<file path="src/sv/color_fade_table_assert.svh">
// assertion macros shared by the color fade table modules
// no dependencies; included by files that carry concurrent checks
`ifndef COLOR_FADE_TABLE_ASSERT_SVH
`define COLOR_FADE_TABLE_ASSERT_SVH
`ifndef SYNTHESIS
`define CFT_ASSERT(label, clk, rst, prop) \
  label: assert property (@(posedge clk) disable iff (rst) prop) \
    else $error("color_fade_table check failed");
`define CFT_NEVER(label, clk, rst, cond) \
  label: assert property (@(posedge clk) disable iff (rst) !(cond)) \
    else $error("color_fade_table forbidden condition");
`else
`define CFT_ASSERT(label, clk, rst, prop)
`define CFT_NEVER(label, clk, rst, cond)
`endif
`endif

</file>
<file path="src/sv/cft_pkg.sv">
// shared types and constants of the color fade table
// no dependencies
package cft_pkg;
  localparam int SLOTS  = 12;
  localparam int SLOT_W = (SLOTS > 1) ? $clog2(SLOTS) : 1;
  localparam int CNT_W  = $clog2(SLOTS + 1);
  localparam int DIV_STEPS = 31;
  localparam int DCNT_W = $clog2(DIV_STEPS);
  localparam int CHANNELS = 4;

  typedef enum logic [2:0] {
    ST_IDLE,
    ST_SCAN,
    ST_CHECK,
    ST_DIV,
    ST_MUL,
    ST_EMIT
  } cft_state_t;

  typedef struct packed {
    logic tick_start;
    logic load;
    logic advance;
    logic check;
    logic div_step;
    logic mul_step;
    logic emit;
  } cft_cmd_t;

  typedef struct packed {
    logic at_end;
    logic live;
    logic expired;
    logic zero_dur;
    logic div_last;
    logic mul_last;
  } cft_stat_t;
endpackage

</file>
<file path="src/sv/color_fade_table.sv">
// top level of the color fade table
// depends on cft_pkg, cft_ctrl, cft_dp and color_fade_table_assert.svh
//
// a load (kind 1) writes one of the twelve slots and gives no result;
// busy stays low. a tick (kind 0) walks all slots in order and gives
// one result per live slot, each shown for exactly one cycle with
// strobe high; the receiver cannot stall, so it must take every
// transfer when strobe is high. last marks the final transfer of a
// tick; a tick with no live slot gives none. busy is high from the tick's
// transfer until the walk ends. an empty slot is only scanned; a slot
// that expires or has zero duration goes through scan, check and emit;
// an interpolated slot goes through scan, check, the bit-serial divider
// (31 steps), the shared multiplier (one channel a cycle, then one more
// step to write back the last) and emit. the walk ends with one more
// scan past the last slot.
`include "color_fade_table_assert.svh"
module color_fade_table import cft_pkg::*; (
  input  logic               clk,
  input  logic               rst,
  input  logic               start,
  output logic               busy,
  input  logic               kind,
  input  logic [3:0]         slot,
  input  logic signed [31:0] target_handle,
  input  logic [31:0]        base_color,
  input  logic [31:0]        target_color,
  input  logic signed [15:0] fade_length,
  input  logic signed [15:0] time_left,
  input  logic [14:0]        amount,
  output logic               strobe,
  output logic signed [31:0] out_handle,
  output logic [7:0]         red,
  output logic [7:0]         green,
  output logic [7:0]         blue,
  output logic [7:0]         alpha,
  output logic               via_call,
  output logic               finished,
  output logic               last
);
  cft_cmd_t  cmd;
  cft_stat_t stat;
  logic      go;

  // a transfer is only taken while the sequencer is idle
  assign go = start && !busy;

  cft_ctrl u_ctrl (
    .clk(clk), .rst(rst), .start(go), .kind(kind),
    .stat(stat), .cmd(cmd), .busy(busy)
  );

  cft_dp u_dp (
    .clk(clk), .rst(rst), .cmd(cmd), .stat(stat),
    .slot(slot), .target_handle(target_handle), .base_color(base_color),
    .target_color(target_color), .fade_length(fade_length),
    .time_left(time_left), .amount(amount),
    .strobe(strobe), .out_handle(out_handle), .red(red), .green(green),
    .blue(blue), .alpha(alpha), .via_call(via_call),
    .finished(finished), .last(last)
  );

  // results only appear inside a tick walk
  `CFT_NEVER(a_strobe_busy, clk, rst, strobe && !busy)
  // no two results come back to back
  `CFT_ASSERT(a_strobe_gap, clk, rst, strobe |=> !strobe)
  // a tick transfer starts the walk
  `CFT_ASSERT(a_tick_busy, clk, rst, (start && !busy && !kind) |=> busy)
  // a load never starts the walk
  `CFT_ASSERT(a_load_idle, clk, rst, (start && !busy && kind) |=> !busy)
endmodule

</file>
<file path="src/sv/cft_ram.sv">
// generic single write port ram with registered read
// no dependencies
module cft_ram #(
  parameter int WIDTH = 8,
  parameter int DEPTH = 16
) (
  input  logic                     clk,
  input  logic                     we,
  input  logic [$clog2(DEPTH)-1:0] waddr,
  input  logic [WIDTH-1:0]         wdata,
  input  logic [$clog2(DEPTH)-1:0] raddr,
  output logic [WIDTH-1:0]         rdata
);
  logic [WIDTH-1:0] mem [DEPTH];

  always_ff @(posedge clk) begin
    if (we) begin
      mem[waddr] <= wdata;
    end
    rdata <= mem[raddr];
  end
endmodule

</file>
<file path="src/sv/cft_ctrl.sv">
// sequencer of the color fade table: walks slots, runs divide and multiply
// depends on cft_pkg
module cft_ctrl import cft_pkg::*; (
  input  logic      clk,
  input  logic      rst,
  input  logic      start,
  input  logic      kind,
  input  cft_stat_t stat,
  output cft_cmd_t  cmd,
  output logic      busy
);
  cft_state_t state, state_next;

  always_ff @(posedge clk) begin
    if (rst) begin
      state <= ST_IDLE;
    end else begin
      state <= state_next;
    end
  end

  always_comb begin
    state_next = state;
    cmd = '0;
    unique case (state)
      ST_IDLE: begin
        if (start && kind) begin
          cmd.load = 1'b1;
        end else if (start) begin
          cmd.tick_start = 1'b1;
          state_next = ST_SCAN;
        end
      end
      ST_SCAN: begin
        if (stat.at_end) begin
          state_next = ST_IDLE;
        end else if (stat.live) begin
          state_next = ST_CHECK;
        end else begin
          cmd.advance = 1'b1;
        end
      end
      ST_CHECK: begin
        cmd.check = 1'b1;
        if (stat.expired || stat.zero_dur) begin
          state_next = ST_EMIT;
        end else begin
          state_next = ST_DIV;
        end
      end
      ST_DIV: begin
        cmd.div_step = 1'b1;
        if (stat.div_last) begin
          state_next = ST_MUL;
        end
      end
      ST_MUL: begin
        cmd.mul_step = 1'b1;
        if (stat.mul_last) begin
          state_next = ST_EMIT;
        end
      end
      ST_EMIT: begin
        cmd.emit = 1'b1;
        cmd.advance = 1'b1;
        state_next = ST_SCAN;
      end
      default: state_next = ST_IDLE;
    endcase
  end

  assign busy = (state != ST_IDLE);
endmodule

</file>
<file path="src/sv/cft_dp.sv">
// datapath of the color fade table: slot storage, divider, multiplier
// depends on cft_pkg and cft_ram
module cft_dp import cft_pkg::*; (
  input  logic               clk,
  input  logic               rst,
  input  cft_cmd_t           cmd,
  output cft_stat_t          stat,
  input  logic [3:0]         slot,
  input  logic signed [31:0] target_handle,
  input  logic [31:0]        base_color,
  input  logic [31:0]        target_color,
  input  logic signed [15:0] fade_length,
  input  logic signed [15:0] time_left,
  input  logic [14:0]        amount,
  output logic               strobe,
  output logic signed [31:0] out_handle,
  output logic [7:0]         red,
  output logic [7:0]         green,
  output logic [7:0]         blue,
  output logic [7:0]         alpha,
  output logic               via_call,
  output logic               finished,
  output logic               last
);
  logic [31:0]        handle [SLOTS];
  logic [SLOTS-1:0]   live;
  logic [CNT_W-1:0]   s;
  logic [SLOT_W-1:0]  idx;
  logic [14:0]        amt;
  logic [63:0]        col_rd;
  logic [31:0]        tim_rd;
  logic               load_ok;
  logic               tim_we;
  logic [SLOT_W-1:0]  tim_waddr;
  logic [31:0]        tim_wdata;
  logic signed [15:0] rem, dur, rem_new;
  logic               expired;
  logic [31:0]        hd;
  logic [3:0][7:0]    base_b, targ_b, res;
  logic               fin;
  logic               dur_neg;
  logic [16:0]        dmag;
  logic [16:0]        r;
  logic [30:0]        q;
  logic [DCNT_W-1:0]  dcnt;
  logic [17:0]        trial;
  logic               fits;
  logic [16:0]        r_nx;
  logic [30:0]        q_nx;
  logic signed [31:0] factor;
  logic [2:0]         ch;
  logic [1:0]         cur, prv;
  logic signed [8:0]  diff;
  logic signed [40:0] prod;
  logic               above;

  assign idx = s[SLOT_W-1:0];
  assign load_ok = cmd.load && (32'(slot) < SLOTS);

  always_comb begin
    for (int i = 0; i < SLOTS; i++) begin
      live[i] = |handle[i];
    end
  end

  always_comb begin
    above = 1'b0;
    for (int i = 0; i < SLOTS; i++) begin
      if (live[i] && (i > int'(idx))) begin
        above = 1'b1;
      end
    end
  end

  cft_ram #(.WIDTH(64), .DEPTH(SLOTS)) u_colors (
    .clk(clk), .we(load_ok), .waddr(SLOT_W'(slot)),
    .wdata({base_color, target_color}), .raddr(idx), .rdata(col_rd)
  );

  assign rem     = tim_rd[31:16];
  assign dur     = tim_rd[15:0];
  assign expired = $signed({1'b0, amt}) >= rem;
  assign rem_new = rem - $signed({1'b0, amt});

  assign tim_we    = load_ok || (cmd.check && !expired);
  assign tim_waddr = cmd.load ? SLOT_W'(slot) : idx;
  assign tim_wdata = cmd.load ? {time_left, fade_length} : {rem_new, dur};

  cft_ram #(.WIDTH(32), .DEPTH(SLOTS)) u_timing (
    .clk(clk), .we(tim_we), .waddr(tim_waddr),
    .wdata(tim_wdata), .raddr(idx), .rdata(tim_rd)
  );

  assign stat.at_end   = (s == CNT_W'(SLOTS));
  assign stat.live     = stat.at_end ? 1'b0 : live[idx];
  assign stat.expired  = expired;
  assign stat.zero_dur = (dur == 16'sd0);
  assign stat.div_last = (dcnt == DCNT_W'(DIV_STEPS - 1));
  assign stat.mul_last = (ch == 3'(CHANNELS));

  // one restoring step per cycle
  assign trial = {r, q[30]};
  assign fits  = (trial >= {1'b0, dmag});
  assign r_nx  = fits ? 17'(trial - {1'b0, dmag}) : trial[16:0];
  assign q_nx  = {q[29:0], fits};

  assign cur  = 2'(3 - int'(ch));
  assign prv  = 2'(4 - int'(ch));
  assign diff = $signed({1'b0, targ_b[cur]}) - $signed({1'b0, base_b[cur]});

  always_ff @(posedge clk) begin
    if (rst) begin
      for (int i = 0; i < SLOTS; i++) begin
        handle[i] <= '0;
      end
      s      <= '0;
      strobe <= 1'b0;
    end else begin
      strobe <= cmd.emit;
      if (load_ok) begin
        handle[SLOT_W'(slot)] <= target_handle;
      end
      if (cmd.tick_start) begin
        s <= '0;
      end else if (cmd.advance) begin
        s <= s + 1'b1;
      end
      if (cmd.check && expired) begin
        handle[idx] <= '0;
      end
    end
  end

  always_ff @(posedge clk) begin
    if (cmd.tick_start) begin
      amt <= amount;
    end
    if (cmd.check) begin
      hd      <= handle[idx];
      base_b  <= col_rd[63:32];
      targ_b  <= col_rd[31:0];
      res     <= col_rd[63:32];
      fin     <= expired;
      dur_neg <= dur[15];
      dmag    <= dur[15] ? 17'(17'd0 - {1'b1, dur}) : {1'b0, dur};
      r       <= '0;
      q       <= {rem_new[14:0], 16'b0};
      dcnt    <= '0;
      ch      <= '0;
    end
    if (cmd.div_step) begin
      r    <= r_nx;
      q    <= q_nx;
      dcnt <= dcnt + 1'b1;
      if (stat.div_last) begin
        factor <= dur_neg ? -$signed({1'b0, q_nx}) : $signed({1'b0, q_nx});
      end
    end
    if (cmd.mul_step) begin
      if (ch < 3'(CHANNELS)) begin
        prod <= diff * factor;
      end
      if (ch != 3'd0) begin
        res[prv] <= base_b[prv] + prod[23:16];
      end
      ch <= ch + 1'b1;
    end
    if (cmd.emit) begin
      out_handle <= hd;
      red        <= res[3];
      green      <= res[2];
      blue       <= res[1];
      alpha      <= res[0];
      via_call   <= hd[31];
      finished   <= fin;
      last       <= !above;
    end
  end
endmodule
</file>
<file path="config.mk">
export PLATFORM = sky130hd
export DESIGN_NAME = color_fade_table
export DESIGN_NICKNAME = d
export VERILOG_FILES = /design/src/sv/cft_pkg.sv /design/src/sv/color_fade_table.sv /design/src/sv/cft_ram.sv /design/src/sv/cft_ctrl.sv /design/src/sv/cft_dp.sv
export VERILOG_INCLUDE_DIRS = /design/src /design/src/sv
export SDC_FILE = /design/constraint.sdc
export NUM_CORES = 2
export LEC_CHECK = 0
export BUFFER_PORTS_ARGS = -buffer_cell sky130_fd_sc_hd__buf_4
export CAP_MARGIN = 20
export CELL_PAD_IN_SITES_DETAIL_PLACEMENT = 1
export CELL_PAD_IN_SITES_GLOBAL_PLACEMENT = 1
export CORE_AREA = 4 4 435 545
export DETAILED_ROUTE_END_ITERATION = 7
export DIE_AREA = 0 0 439 549
export PLACE_DENSITY_LB_ADDON = 0.1
export SKIP_LAST_GASP = 1
export SYNTH_ARGS = -nofsm -noshare
export SYNTH_HDL_FRONTEND = slang
export SYNTH_HIERARCHICAL = 1
export SYNTH_SLANG_ARGS = --single-unit
</file>
<file path="constraint.sdc">
create_clock -name clk -period 16.2 [get_ports clk]
set_clock_uncertainty 0.2 [all_clocks]
set_input_delay 3.24 -clock clk [delete_from_list [all_inputs] [get_ports clk]]
set_output_delay 3.24 -clock clk [all_outputs]
set_load 0.02 [all_outputs]
</file>
==> metrics.yaml <==
run_status:
  outcome: "complete, no violations"
critical_path:
  critPathMaxFanout: 20
  cp.arrival_ps: 9180
  worstSetupPathType: "reg2reg"
  end_kind: "flop"
  crit_path_start_kind: "flop"
  cp_common_cell: "fa_1"
  cp_top_family: "adder cells"
  critPathRequiredTime_ps: 16620
  crit_slowest_cell: "edfxtp_1"
  crit_buf_inv: 4
  max_stage_delay_ps: 980
clocking:
  numCtsBuffers: 220
  h-tree-depth: 4
  root_buffer: "clkbuf_16"
  cts_hold_buf: 0
  cts.path.max_buffers: 4
  path_clk_slew_ps: 60
  clk_latency_ps: 880
  cts_tree: "yes"
  cts_resized: 0
  post_cts_buffers: 0
  clock-sinks: 2084
drt:
  drc: 0
  wl_per_cell_um: 28.34
  ant_nets: 0
  via_count: 60173
  via_per_inst: 5.651
  drt_pass1_iterations: 5
  totalWireLength_mm: 301.8
  initialDrtViolationCount: 3974
timing:
  hold_viol: 0
  period_needed_ps: 8760
  slew_headroom_pct: 26.24
  period_share_pct: 54.08
  drv_slew: 0
  max_freq_mhz: 114.1
  setup_ws_ps: 7440
  fin_tns_setup_ps: 0
  rsz0062_at_grt: "no"
  worst_pin_slew_ps: 1105
  hold-worst-slack_ps: 206.6
  setup_viol: 0
floorplan:
  die_w_um: 439
  core_sq_um: 231900
  ioPinCount: 220
  row_count: 198
  die_h_um: 549
  initial_core_util_pct: 39.82
  die-area_sq_um: 241000
cells_and_area:
  synthToLayoutAreaGrowth_pct: 13.15
  instances_no_fill: 10649
  fillers: 23777
  fin_nets: 7744
  design_area_sq_um: 104500
  layout-drive-gt1-share_pct: 16.16
logic_synthesis:
  synth_edf_count: 1436
  synth_area_sq_um: 92340
  yosysWarningCount: 6
  ys_seq_area_share_pct: 60.74
  synthArstFlopShare_pct: 0
  synthesis.nets: 7674
  synth.avg_cell_area_sq_um: 12.66
  synthTopCellsByArea: "edfxtp_1 47%, dfxtp_1 14%, mux4_2 7.3%"
  syn_inst: 7292
  yosys.area.top_type: "edfxtp_1"
  synthDistinctLibCells: 82
  synth_ff_type: "edfxtp_1"
  ys_ff_latch: 2084
  yosysTopAreaCellShare_pct: 46.70
global_routing:
  grt-ovfl-total: 0
  grt_usage_pct: 24.79
  antenna_found_initial: 13
  grt_max_degree: 158
  grt_pass1_wl_mm: 445.0
  first_global_vias: 64179
place:
  dp_hpwl_mm: 192.8
  dp.cells: 10227
  placed_area_sq_um: 97220
  gp_congestion: 0.8431
  io_buffer_count: 219
  dp_worst_setup_slack_ps: 7284
power_and_ir_drop:
  p_per_area_nw_per_um2: 197.9
  p_leak_nw: 34.84
  peakVddDrop_uv: 468.0
job:
  max_cap_viol_count: 0
min_path:
  worstHoldPathType: "reg2reg"
## Yosys cell counts, drive strengths merged (23+ instances only)
library cell and number:
edfxtp 1436, nand2 1091, dfxtp 648, a21oi 600, o21ai 480, nand2b 457
clkbuf 437, mux4 299, mux2i 247, nor2 192, inv 168, fa 127
a22oi 105, ha 104, nor4 102, and2 101, o221ai 97, buf 92
xnor2 68, mux2 60, nor3 33, nand4 30, a221oi 27, nand3 27
a31oi 26, o31ai 23
## report_power, final
group	switching [W]	internal [W]	total (W)	leakage (nW)
combinational	0.00503	0.00379	0.00883	13.1
clock	0.00215	0.00293	0.00508	3.52
sequential	0.000246	0.00652	0.00677	18.2
total	0.00743	0.0132	0.0207	34.8
## flip-flops by register name, summed over array words and instances, names as in the netlist, 15 cells and up
signal	cells
u_dp/out_handle	32
u_dp/r	17
u_dp/factor	24
u_dp/u_timing/rdata	32
u_dp/q	31
u_dp/u_colors/mem	768
u_dp/amt	15
u_dp/u_timing/mem	384
u_dp/handle	512
u_dp/targ_b	32
u_dp/u_colors/rdata	64
u_dp/dmag	17
u_dp/hd	32
u_dp/base_b	32
u_dp/res	32
## layout by cell type (no fill, tap or decap), types with 12 or more instances in the layout
cell | Yosys | routed
fa_1 | 127 | 127
mux2_2 | 60 | 60
a22oi_2 | 24 | 24
and2_1 | 101 | 101
o221ai_1 | 73 | 73
clkinv_2 | 0 | 39
o221ai_2 | 24 | 24
mux4_2 | 299 | 299
nor3_1 | 33 | 22
a22oi_1 | 81 | 81
clkbuf_16 | 0 | 223
a21oi_1 | 600 | 599
nor2_2 | 1 | 21
a31oi_1 | 26 | 26
nand3_1 | 27 | 24
nand2b_1 | 457 | 455
edfxtp_1 | 1436 | 1436
dfxtp_1 | 648 | 644
a221oi_1 | 27 | 27
xor2_1 | 22 | 22
o22ai_1 | 17 | 17
clkbuf_1 | 436 | 48
nand2_1 | 1091 | 1088
nor2b_1 | 14 | 12
a211oi_1 | 22 | 22
nand4_1 | 30 | 30
clkinv_1 | 1 | 26
nor2_4 | 0 | 32
o21ai_0 | 480 | 478
bufinv_16 | 0 | 18
buf_4 | 17 | 358
mux2i_1 | 247 | 247
xnor2_1 | 68 | 67
a21o_1 | 16 | 16
inv_1 | 167 | 167
o31ai_1 | 22 | 21
clkbuf_8 | 0 | 28
ha_1 | 104 | 104
nor4_1 | 102 | 101
nor2_1 | 191 | 139
## layer usage
layer  global-route usage, %  routed length, um  vias up
met5                       0                110        -
met4                   10.28              14250       16
met3                   3.227              11630      528
met2                   43.86             154400     1244
met1                   30.51             121400    31526
li1                        -                  -    26859
## worst paths after layout
path / startpoint / end / slack [ps] / depth (start not counted)
setup / recovery: u_dp/ch[1] / u_dp/prod[22] / 7440 / 26
hold / removal: u_dp/u_colors/rdata[2] / u_dp/targ_b[2] / 210 / 0
setup reg to reg: u_dp/ch[1] / u_dp/prod[22] / 7440 / 26
hold reg to reg: u_dp/u_colors/rdata[2] / u_dp/targ_b[2] / 210 / 0
## stage by stage
step	utilization [%]	power [W]
6_report	45.06	0.02068
3_5_place_dp	41.93	0.01586
3_3_place_gp	41.92	0.01568
2_1_floorplan	-	0.01327
4_1_cts	45.01	0.02104
5_1_grt	45.06	0.02224
## cell families after synthesis
logic type | Yosys count | synth area share [%]
buffers and inverters | 698 | 3.137
xor gates and xnor gates | 92 | 0.9024
AOI/OAI and AO/OA | 1479 | 9.601
other | 1 | 0.004061
adders and majority gates | 231 | 4.162
and+or+nand+nor | 2101 | 10.75
muxes | 606 | 10.70
DFF | 2084 | 60.74
## final cells by class
type / count / area (sq um) / area share, %
multi-input combinational: 4510 / 33810 / 32.36
sequential: 2084 / 56110 / 53.70
inverter: 169 / 634.4 / 0.6071
antenna: 8 / 20.02 / 0.01916
clock inverter: 103 / 1032 / 0.9879
clock buffer: 298 / 6132 / 5.869
timing repair buffer: 377 / 2870 / 2.747
tap: 3100 / 3879 / 3.712
Note: power is estimated with default switching activity, not from simulation.
